==> src/rtl/core/dtq_pkg.sv <==
`timescale 1ns / 1ps

package dtq_pkg;

    localparam int NUM_SLOTS    = 16;
    localparam int TICKS_PER_US = 10;
    localparam int MAX_FIRE     = 16;
    localparam int NS_ROUND     = 99;
    localparam int NS_PER_TICK  = 100;

    localparam int SLOT_W  = (NUM_SLOTS > 1) ? $clog2(NUM_SLOTS) : 1;
    localparam int CNT_W   = $clog2(MAX_FIRE + 1);
    // The rounded nanosecond sum is divided by NS_PER_TICK as a shift by two
    // followed by a divide by 25. DIV_RECIP is ceil(2^36 / 25), which gives the
    // exact quotient for every 31-bit dividend.
    localparam int DIV_IN_W   = 31;
    localparam int DIV_SHIFT  = 36;
    localparam int DIV_PROD_W = DIV_IN_W + 32;
    localparam logic [31:0] DIV_RECIP = 32'd2748779070;
    localparam int DL_W    = 64;
    localparam int STAMP_W = 32;
    localparam int RAM_W   = DL_W + STAMP_W;

    localparam logic [2:0] REQ_SCHED_TICKS = 3'd0;
    localparam logic [2:0] REQ_SCHED_US    = 3'd1;
    localparam logic [2:0] REQ_SCHED_NS    = 3'd2;
    localparam logic [2:0] REQ_CANCEL      = 3'd3;
    localparam logic [2:0] REQ_ADVANCE     = 3'd4;

    typedef enum logic [2:0] {
        S_IDLE,
        S_DIV,
        S_ARM,
        S_SCAN,
        S_PICK
    } t_state;

endpackage

==> src/rtl/core/deadline_timer_queue.sv <==
`timescale 1ns / 1ps

// Deadline timer queue. Holds NUM_SLOTS timer slots, each with a 64-bit
// deadline and a 32-bit arming stamp kept in one RAM, plus an armed flag per
// slot and a 64-bit tick counter. Each input word is one request: schedule a
// slot in ticks, microseconds or nanoseconds (rounded up to 100 ns units),
// cancel a slot, or advance time. An advance emits one output word per due
// slot, earliest deadline first and equal deadlines in arming order, with
// tlast on the final one; at most sixteen slots fire per advance. A schedule
// in ticks or microseconds goes straight to S_ARM; one in nanoseconds first
// passes S_DIV, where the divide by 100 is a reciprocal multiply. A cancel
// is handled at its accept. An advance makes one sweep of the slot RAM per
// fired slot and one final sweep, as the slot RAM has a single read port;
// output back-pressure can hold it in S_PICK.
module deadline_timer_queue (
    input  logic        i_clk,
    input  logic        i_rst_n,
    input  logic        i_s_axis_tvalid,
    output logic        o_s_axis_tready,
    // tdata: req_type [2:0], timer_id [6:3], amount [38:7], zero [39]
    input  logic [39:0] i_s_axis_tdata,
    output logic        o_m_axis_tvalid,
    input  logic        i_m_axis_tready,
    // tdata: fired_id [3:0], zero [7:4]
    output logic [7:0]  o_m_axis_tdata,
    // tlast: last_fired
    output logic        o_m_axis_tlast
);

    import dtq_pkg::*;

    t_state r_state, n_state;

    // Request fields.
    logic [2:0]  req_type;
    logic [3:0]  req_id;
    logic [31:0] req_amount;
    logic        in_acc;
    logic        id_ok;

    assign req_type   = i_s_axis_tdata[2:0];
    assign req_id     = i_s_axis_tdata[6:3];
    assign req_amount = i_s_axis_tdata[38:7];
    assign in_acc     = i_s_axis_tvalid && o_s_axis_tready;
    assign id_ok      = 32'(req_id) < NUM_SLOTS;

    logic [DL_W-1:0]    r_now;
    logic [STAMP_W-1:0] r_stamp_cnt;
    logic [NUM_SLOTS-1:0] r_armed;
    logic [SLOT_W-1:0]  r_id;
    logic               r_id_ok;
    logic [DL_W-1:0]    r_delay;

    // Nanosecond rounding: (amount + 99) / 100 is taken as
    // ((amount + 99) >> 2) / 25, the divide by 25 done by a reciprocal
    // multiply that is exact for 31-bit dividends.
    logic [32:0]           ns_sum;
    logic [DIV_IN_W-1:0]   r_div_n;
    logic [DIV_PROD_W-1:0] div_prod;

    assign ns_sum   = 33'(req_amount) + 33'(NS_ROUND);
    assign div_prod = DIV_PROD_W'(r_div_n) * DIV_PROD_W'(DIV_RECIP);

    // Scan of the slot RAM.
    logic [SLOT_W:0]    r_scan_idx;
    logic               r_rd_vld;
    logic [SLOT_W-1:0]  r_rd_idx;
    logic               r_found;
    logic [SLOT_W-1:0]  r_best_idx;
    logic [DL_W-1:0]    r_best_dl;
    logic [STAMP_W-1:0] r_best_age;
    logic               r_pend_vld;
    logic [SLOT_W-1:0]  r_pend_id;
    logic [CNT_W-1:0]   r_fire_cnt;

    logic [RAM_W-1:0]   ram_rdata;
    logic [RAM_W-1:0]   ram_wdata;
    logic               ram_we;
    logic [DL_W-1:0]    rd_dl;
    logic [STAMP_W-1:0] rd_age;
    logic               rd_due;
    logic               rd_better;

    assign rd_dl     = ram_rdata[DL_W-1:0];
    assign rd_age    = r_stamp_cnt - ram_rdata[RAM_W-1:DL_W];
    assign rd_due    = r_rd_vld && r_armed[r_rd_idx] && (rd_dl <= r_now);
    assign rd_better = !r_found || (rd_dl < r_best_dl)
                       || ((rd_dl == r_best_dl) && (rd_age > r_best_age));

    assign ram_wdata = {r_stamp_cnt, r_now + r_delay};

    dtq_ram #(
        .WIDTH (RAM_W),
        .DEPTH (NUM_SLOTS)
    ) u_slot_ram (
        .i_clk   (i_clk),
        .i_we    (ram_we),
        .i_waddr (r_id),
        .i_wdata (ram_wdata),
        .i_raddr (r_scan_idx[SLOT_W-1:0]),
        .o_rdata (ram_rdata)
    );

    // Firing decision after each sweep. A found slot becomes the pending
    // word; the previous pending word leaves with tlast only when nothing
    // more fires.
    logic out_free;
    logic pick_go;
    logic pick_take;
    logic pick_emit;

    assign out_free  = !o_m_axis_tvalid || i_m_axis_tready;
    assign pick_go   = (r_state == S_PICK) && (!r_pend_vld || out_free);
    assign pick_take = pick_go && r_found && (32'(r_fire_cnt) < MAX_FIRE);
    assign pick_emit = pick_go && r_pend_vld;

    // Next state.
    always_comb begin
        n_state = r_state;
        unique case (r_state)
            S_IDLE: begin
                if (in_acc) begin
                    priority if (req_type == REQ_ADVANCE) begin
                        n_state = S_SCAN;
                    end else if (req_type == REQ_SCHED_NS) begin
                        n_state = S_DIV;
                    end else if (req_type == REQ_SCHED_TICKS
                                 || req_type == REQ_SCHED_US) begin
                        n_state = S_ARM;
                    end else begin
                        n_state = S_IDLE;
                    end
                end
            end
            S_DIV: begin
                n_state = S_ARM;
            end
            S_ARM: begin
                n_state = S_IDLE;
            end
            S_SCAN: begin
                if (32'(r_scan_idx) == NUM_SLOTS) begin
                    n_state = S_PICK;
                end
            end
            S_PICK: begin
                if (pick_go) begin
                    n_state = pick_take ? S_SCAN : S_IDLE;
                end
            end
            default: n_state = S_IDLE;
        endcase
    end

    // Outputs of the sequencer.
    always_comb begin
        o_s_axis_tready = 1'b0;
        ram_we          = 1'b0;
        unique case (r_state)
            S_IDLE:  o_s_axis_tready = 1'b1;
            S_ARM:   ram_we          = r_id_ok;
            S_DIV, S_SCAN, S_PICK: begin
                o_s_axis_tready = 1'b0;
            end
            default: o_s_axis_tready = 1'b0;
        endcase
    end

    always_ff @(posedge i_clk) begin
        if (!i_rst_n) begin
            r_state         <= S_IDLE;
            r_now           <= '0;
            r_stamp_cnt     <= '0;
            r_armed         <= '0;
            r_rd_vld        <= 1'b0;
            r_found         <= 1'b0;
            r_pend_vld      <= 1'b0;
            r_fire_cnt      <= '0;
            r_scan_idx      <= '0;
            o_m_axis_tvalid <= 1'b0;
        end else begin
            r_state <= n_state;

            if (in_acc) begin
                r_id      <= SLOT_W'(req_id);
                r_id_ok   <= id_ok;
                r_div_n   <= ns_sum[32:2];
                r_delay   <= (req_type == REQ_SCHED_US)
                             ? DL_W'(req_amount) * DL_W'(TICKS_PER_US)
                             : DL_W'(req_amount);
                if (req_type == REQ_CANCEL && id_ok) begin
                    r_armed[SLOT_W'(req_id)] <= 1'b0;
                end
                if (req_type == REQ_ADVANCE) begin
                    r_now      <= r_now + DL_W'(req_amount);
                    r_fire_cnt <= '0;
                    r_pend_vld <= 1'b0;
                    r_found    <= 1'b0;
                    r_scan_idx <= '0;
                    r_rd_vld   <= 1'b0;
                end
            end

            if (r_state == S_DIV) begin
                r_delay <= DL_W'(div_prod[DIV_PROD_W-1:DIV_SHIFT]);
            end

            if (r_state == S_ARM && r_id_ok) begin
                r_armed[r_id] <= 1'b1;
                r_stamp_cnt   <= r_stamp_cnt + STAMP_W'(1);
            end

            if (r_state == S_SCAN) begin
                r_rd_vld <= 32'(r_scan_idx) < NUM_SLOTS;
                r_rd_idx <= r_scan_idx[SLOT_W-1:0];
                if (32'(r_scan_idx) < NUM_SLOTS) begin
                    r_scan_idx <= r_scan_idx + (SLOT_W + 1)'(1);
                end
                if (rd_due && rd_better) begin
                    r_found    <= 1'b1;
                    r_best_idx <= r_rd_idx;
                    r_best_dl  <= rd_dl;
                    r_best_age <= rd_age;
                end
            end

            if (pick_take) begin
                r_armed[r_best_idx] <= 1'b0;
                r_pend_id           <= r_best_idx;
                r_pend_vld          <= 1'b1;
                r_fire_cnt          <= r_fire_cnt + CNT_W'(1);
                r_found             <= 1'b0;
                r_scan_idx          <= '0;
                r_rd_vld            <= 1'b0;
            end else if (pick_go) begin
                r_pend_vld <= 1'b0;
            end

            if (pick_emit) begin
                o_m_axis_tvalid <= 1'b1;
                o_m_axis_tdata  <= 8'(r_pend_id);
                o_m_axis_tlast  <= !pick_take;
            end else if (i_m_axis_tready) begin
                o_m_axis_tvalid <= 1'b0;
            end
        end
    end

    assert property (@(posedge i_clk) disable iff (!i_rst_n)
        32'(r_fire_cnt) <= MAX_FIRE)
        else $error("fire count above limit");

    assert property (@(posedge i_clk) disable iff (!i_rst_n)
        (in_acc && req_type == REQ_ADVANCE) |=> (r_state == S_SCAN))
        else $error("advance did not start a sweep");

    assert property (@(posedge i_clk) disable iff (!i_rst_n)
        pick_take |=> !r_armed[$past(r_best_idx)])
        else $error("fired slot still armed");

    assert property (@(posedge i_clk) disable iff (!i_rst_n)
        (r_state == S_PICK && r_pend_vld && !out_free) |=> (r_state == S_PICK))
        else $error("pending word dropped under back-pressure");

endmodule

==> src/rtl/core/dtq_ram.sv <==
`timescale 1ns / 1ps

module dtq_ram #(
    parameter int WIDTH = 8,
    parameter int DEPTH = 16
) (
    input  logic                             i_clk,
    input  logic                             i_we,
    input  logic [$clog2(DEPTH > 1 ? DEPTH : 2)-1:0] i_waddr,
    input  logic [WIDTH-1:0]                 i_wdata,
    input  logic [$clog2(DEPTH > 1 ? DEPTH : 2)-1:0] i_raddr,
    output logic [WIDTH-1:0]                 o_rdata
);

    logic [WIDTH-1:0] r_mem [DEPTH];

    always_ff @(posedge i_clk) begin
        if (i_we) begin
            r_mem[i_waddr] <= i_wdata;
        end
        o_rdata <= r_mem[i_raddr];
    end

endmodule
==> config.mk <==
export PLATFORM = sky130hd
export DESIGN_NAME = deadline_timer_queue
export DESIGN_NICKNAME = d
export VERILOG_FILES = /design/src/rtl/core/dtq_pkg.sv /design/src/rtl/core/deadline_timer_queue.sv /design/src/rtl/core/dtq_ram.sv
export SDC_FILE = /design/constraint.sdc
export NUM_CORES = 2
export LEC_CHECK = 0
export BUFFER_PORTS_ARGS = -buffer_cell sky130_fd_sc_hd__buf_2
export CAP_MARGIN = 30
export CORE_ASPECT_RATIO = 1.1
export CORE_MARGIN = 5
export CORE_UTILIZATION = 40
export CTS_BUF_LIST = sky130_fd_sc_hd__clkbuf_8 sky130_fd_sc_hd__clkbuf_16
export DETAILED_ROUTE_END_ITERATION = 10
export PLACE_DENSITY = 0.61
export SYNTH_ARGS = -nofsm -noshare
export SYNTH_HDL_FRONTEND = slang
export SYNTH_HIERARCHICAL = 1
export SYNTH_SLANG_ARGS = --single-unit
==> constraint.sdc <==
create_clock -name i_clk -period 34.6 [get_ports i_clk]
set_clock_uncertainty 0.2 [all_clocks]
set_input_delay 0 -clock i_clk [delete_from_list [all_inputs] [get_ports i_clk]]
set_output_delay 0 -clock i_clk [all_outputs]
set_load 0.01 [all_outputs]
---- Yosys cells after proc, flatten, opt, wreduce, memory -nomap -nowiden ----
Memory sizes are Yosys's and may differ from the RTL's. A register that Yosys moved wholly into a read port is not among the register bits.
Cells that the tools add are included.
word-level totals
  memories kept ........................... 1
  register bits after elaboration ......... 341
  word-level logic and storage cells ...... 152
  memory bits (writable) .................. 1536
memory list
  name              words  width  rd ports  clocked after memory_dff  write ports  RTL line       source
  u_slot_ram.r_mem  16     96     1         1                         1            dtq_ram.sv:15  logic [WIDTH-1:0] r_mem [DEPTH];
operators by class
  bitwise operators ....................... 6
  order comparisons ....................... 12
  add/sub/neg operators ................... 7
  eq/ne operators ......................... 13
  multipliers ............................. 2
  mux-type cells .......................... 47
  reductions and logical operators ........ 43
operators with widths
  operator                                             number
  two-way mux 16 bit                                   6
  adder 64 x 32 -> 64 bit                              1
  adder 64 bit                                         1
  == test 64 bit                                       1
  <= comparator 64 bit                                 1
  < comparator 64 bit                                  1
  two-way mux 64 bit                                   1
  multiplier 31 x 31 -> 62 bit, second input constant  1
  two-way mux 36 bit                                   1
  multiplier 32 x 3 -> 35 bit, second input constant   1
  two-way mux 5 bit                                    7
  adder 32 x 7 -> 33 bit, second input constant        1
  adder 32 x 1 -> 32 bit, second input constant        1
  bitwise AND 16 bit                                   2
  greater-than comparator 32 bit                       1
  NOT 16 bit                                           2
  subtractor 32 bit                                    1
  two-way mux 27 bit                                   1
  < comparator 4 x 5 -> 1 bit, second input constant   4
  two-way mux 1 bit                                    19
  AND reduction 2 bit                                  9
  bitwise OR 16 bit                                    1
  demux 1 bit (select 4 bit)                           3
  == test 3 x 2 -> 1 bit, second input constant        4
  other kinds (20)                                     59

---- Logic depth before layout (Yosys ltp) ----
  word-level depth ........................ 14
  depth in mapped cells ................... 25

---- By module ----
The synthesis kept the hierarchy.
by module, submodules not included
  module                sequential area each (um2)  cells each  area each (um2)  times used
  dtq_ram               48046.1                     2460        59354.4          1
  deadline_timer_queue  8107.8                      4350        40385.0          1

---- Least setup slack after synthesis ----
OpenSTA, ideal clock, no wires.
  kind .................................... reg-to-reg
  from .................................... reg r_stamp_cnt[8]
  to ...................................... reg r_best_age[0], enable pin
  arrival ................................. 19.472 ns
  slack ................................... 13.837 ns
  clock period less this slack ............ 20.763 ns
  library setup time ...................... 1.091 ns
  buffers on the path ..................... 0
  stages on the path, launching flop included .. 18
  cell sequence ........................... dfxtp_1 > ha_1 > a21o_1 > a2111oi_0 > o22ai_1 > o21ai_0 > a31oi_1 > a311o_1 > a211oi_1 > or3_1 > nand3_1 > ha_1 > nand4_1 > nor4_1 > a221oi_1 > o21ai_0 > a21oi_1 > a2111oi_0
between the ends
  cells in the longest elaborated chain, start to end .. 6
ends and longest elaborated chain
  what                                  RTL line                     source
  start, declared                       deadline_timer_queue.sv:48   logic [STAMP_W-1:0] r_stamp_cnt;
  start signal, assigned                deadline_timer_queue.sv:210  r_stamp_cnt <= r_stamp_cnt + STAMP_W'(1);
  subtractor 32 bit                     deadline_timer_queue.sv:85   assign rd_age = r_stamp_cnt - ram_rdata[RAM_W-1:DL_W];
  net rd_age[31]                        deadline_timer_queue.sv:80   logic [STAMP_W-1:0] rd_age;
  greater-than comparator 32 bit        deadline_timer_queue.sv:88   || ((rd_dl == r_best_dl) && (rd_age > r_best_age));
  logical AND 1 bit                     deadline_timer_queue.sv:88
  logical OR 1 bit                      deadline_timer_queue.sv:88
  logical AND 1 bit                     deadline_timer_queue.sv:219  if (rd_due && rd_better) begin
  AND reduction 3 bit (no source line)  -
  end signal, assigned                  deadline_timer_queue.sv:223  r_best_age <= rd_age;
  end, declared                         deadline_timer_queue.sv:71   logic [STAMP_W-1:0] r_best_age;
The timed path passes the listed nets, and every way through them passes these cells.
A chain may end at the register's enable or synchronous reset.

---- Final worst setup path ----
  from .................................... reg r_div_n[12]
  to ...................................... reg r_delay[22] (data pin)
between the ends
  cells in the longest elaborated chain, start to end .. 2
ends and longest elaborated chain
  what                          RTL line                     source
  start, declared               deadline_timer_queue.sv:58   logic [DIV_IN_W-1:0] r_div_n;
  start signal, assigned        deadline_timer_queue.sv:187  r_div_n <= ns_sum[32:2];
  multiplier 31 x 31 -> 62 bit  deadline_timer_queue.sv:62   assign div_prod = DIV_PROD_W'(r_div_n) * DIV_PROD_W'(DIV_RECIP);
  two-way mux 27 bit            deadline_timer_queue.sv:204  if (r_state == S_DIV) begin
  end signal, assigned          deadline_timer_queue.sv:188  r_delay <= (req_type == REQ_SCHED_US)
  end signal, assigned          deadline_timer_queue.sv:205  r_delay <= DL_W'(div_prod[DIV_PROD_W-1:DIV_SHIFT]);
  end, declared                 deadline_timer_queue.sv:52   logic [DL_W-1:0] r_delay;
No other way between the ends.

==> metrics.txt <==
Worst-Skew Late Latency=830 ps; CTS tree=done; worst setup path start=r_div_n[12]$_DFFE_PP_; antenna viol nets, final=0; DRC viols=0; Hold Slack=approximately 70 ps; DR pass1 iterations=6; dominant synthesized flop cell=edfxtp_1; RR Endpoint=r_delay[22]$_DFFE_PP_; top cells by area, synth=edfxtp_1 52%, ha_1 8.9%, mux4_2 8.8%, fa_1 7.6%, dfxtp_1 4.5%; worst r2r path cells=23; Worst Setup Start Kind=flip-flop; fin crit period=about 9000 ps; reg-to-reg setup timing slack=roughly 26000 ps; layout cell share with drive strength beyond 1=12.75%; critical path capture point=r_delay[22]$_DFFE_PP_; Static Leak=roughly 41 nW; largest area contributor in the netlist=edfxtp_1; Final Cycle Share=about a quarter; nets=between 8000 and 9000; final cell count without fillers=10570; H-tree Lvls=4; port buffer count=between 40 and 50; num rows=192; Critical Path AT=9410 ps; Gate Count Post-Synth=6810; Critical Path RT=roughly 35000 ps; Worst Tran Pin Value=between 1000 and 1500 ps; Setup CP Type=flip-flop to flip-flop; most frequent CP cell=fa_1; Starting DRT DRC Count=5175; Flop pwr share=between 20 and 30%; Synth Register Bits=slightly below 2000; Async SR Flop Fraction=0%; total power=between 9 and 10 mW; die height=between 500 and 600 um; core area=248400 sq um; Synth cell types=80; Worst path max stage delay=910 ps; # setup viols final=0; routability cong.=~0.93; clk sink count=roughly 2000; Slew Viols, Final=0; Root Driver=clkbuf_16; CP max stage cell=edfxtp_1; PD cells=approximately 83 nW/um^2; syn_area_per_cell=roughly 15 sq um; Die W=slightly below 500 um; total grt overflow=0; Die ar.=roughly 260000 sq um; Sw Ratio=between 40% and 50%; reg2reg start=r_div_n[12]$_DFFE_PP_; share of the synthesized area in the top cell type=51.78%; Reg clk slew, reported paths=roughly 60 ps; CTS Buffer Depth=3; via count=58427; Worst VDD drop=just under 0.0003 V; crit path cell chain=fa_1, ha_1, inv_1, fa_1, inv_1, fa_1, fa_1, fa_1, fa_1, inv_1, fa_1, inv_1, ha_1, nand2_1, nor4_1, o311ai_0, nand3_1, a2111oi_0, buf_4, nor4b_1, o311ai_0, a21o_1, a31o_2; Net Sw Power=approximately 3.8 mW; Util after Layout=a little under half; Int Pwr=~5.5 mW; cell count after placement=between 10000 and 15000; Post-synth EDFFs=1720; DRT Wirelength=247700 um; max_cap viols=0; status=finished clean; CP Max Fanout=10; first-pass GRT wire length=about 380000 um; Fin. Hold Viols=0; gr usage total=a little under a fifth; Hold WC Path Type=input pin to flip-flop; Max Clock Freq=roughly 0.11 GHz; WL per Instance=between 20 and 25 um; Setup crit end kind=flip-flop; Syn Std Cell Area=roughly 100000 sq um; yosys warns=6; DR vias/cell=5.528; setup TNS=0 ps; TritonCTS buffer count=slightly below 200; Gate power share=around half; setup repair after global routing missed its margin=false; Initial Utilization=approximately 40%; vias in the first global route=between 60000 and 70000; post-CTS sizing=0; Layout area overhead=12.38%; clock network fraction of total power=between 20% and 30%; # IOs=55; Slew headroom=28.39%; sequential area share after synthesis=between 50% and 60%; largest net degree at the start of global routing=approximately 130; Detail Placement HPWL=approximately 160000 um; antenna violations before repair=10
-- power groups by stage --
stage	Clock (mW)	Sequential, mW	Combinational (mW)
2_1_floorplan	0	2.64	3.16
3_3_place_gp	0	2.65	4.53
3_5_place_dp	0	2.65	4.55
4_1_cts	2.12	2.60	4.60
5_1_grt	2.23	2.60	5.12
6_report	2.08	2.60	4.62
-- layout make-up --
cell class	instances	area, sq um
Sequential cell	1945	56160
Inverter	840	3156
Antenna cell	8	20.02
Clock buffer	218	5207
Fill cell	21743	136300
Clock inverter	150	1184
Timing Repair Buffer	293	2625
Tap cell	3298	4126
Multi-Input combinational cell	3818	39600
-- worst min-delay path by stage --
| stage | startpoint | endpoint | slack (ps) | cells after the start |
|---|---|---|---|---|
| floorplan | i_s_axis_tdata[3] | r_id[0]$_DFFE_PP_ | -100 | 0 |
| global placement | i_s_axis_tdata[5] | r_id[2]$_DFFE_PP_ | 40 | 1 |
| detailed placement | i_s_axis_tdata[4] | r_id[1]$_DFFE_PP_ | 40 | 1 |
| CTS | i_s_axis_tdata[0] | r_state[0]$_SDFFE_PN0P_ | 4 | 6 |
| global route | i_s_axis_tdata[0] | r_state[0]$_SDFFE_PN0P_ | 70 | 6 |
| finish | i_s_axis_tdata[11] | r_delay[4]$_DFFE_PP_ | 70 | 4 |
-- state kept, by name, indices dropped and copies added, names as in the netlist, 16 cells and up --
| signal | flops |
|---|---|
| r_best_age | 32 |
| u_slot_ram/r_mem | 1536 |
| r_div_n | 31 |
| r_stamp_cnt | 32 |
| r_now | 64 |
| u_slot_ram/o_rdata | 96 |
| r_best_dl | 64 |
| r_delay | 36 |
| r_armed | 16 |
-- through the flow --
step | area [sq um] | worst slack, ps
global route | 112100 | 25250
floorplan | 99750 | 13840
finish | 112100 | 25560
detailed placement | 104500 | 25650
global placement | 104100 | 25590
CTS | 112000 | 25580
-- critical path, delay by kind of cell, from the launching register on --
family          cells  cell delay (ps)
simple gates        4             1670
buf+inv             5              470
compound gates      5             1130
fa+ha+maj           9             4380
flops               1              910
-- routing by layer --
| layer | wire, um | track usage (%) | up-vias |
|---|---|---|---|
| met3 | 13960 | 2.603 | 350 |
| met1 | 108700 | 26.74 | 30231 |
| li1 | - | - | 26082 |
| met2 | 119300 | 31.45 | 1762 |
| met4 | 5753 | 4.824 | 2 |
| met5 | 11 | 0 | - |
-- synthesized netlist by cell type, types with 135 or more instances --
cell type  number
edfxtp_1     1720
ha_1          709
nand2_1       327
a22oi_1       195
o21ai_0       179
inv_1         840
xnor2_1       135
fa_1          378
a21oi_1       311
mux4_2        388
dfxtp_1       225
a21o_1        156
nor2_1        190
-- layout by cell type (no fill, tap or decap), types with 14 or more instances in the layout --
master and instances:
nand3_1 87, edfxtp_1 1720, nor2b_1 32, or4_1 16
o21bai_1 24, a21oi_1 310, a31oi_1 20, dlygate4sd3_1 113
a21o_1 156, clkinv_2 31, buf_2 52, nor3_1 46
mux4_2 388, nand2b_1 32, xnor2_1 134, nand2_1 327
ha_1 709, a22oi_1 195, inv_1 900, nand4_1 70
buf_4 107, clkbuf_16 196, clkbuf_8 22, buf_12 18
clkinv_1 20, fa_1 378, and3_1 39, nor2_4 15
o21a_1 36, xor2_1 72, a211oi_1 37, or3_1 49
dfxtp_1 223, mux2i_1 16, bufinv_16 14, nor4_1 15
o21ai_0 179, o211ai_1 27, nor2_1 176, o31ai_1 37
-- cell families after synthesis --
group,share of synthesized area [%]
flops,56.30
fa+ha+maj,16.48
mux,8.922
buf+inv,4.209
other cells,0.003760
xor+xnor,1.818
simple gates,4.874
compound gates,7.393
-- repair_timing --
item | CTS | global route
endpoints found under the setup margin | 0 | 0
setup buffers | 0 | 0
hold buffers | 113 | 0
hold endpoints to repair | 219 | 0
Power figures use the tool's default switching activity.
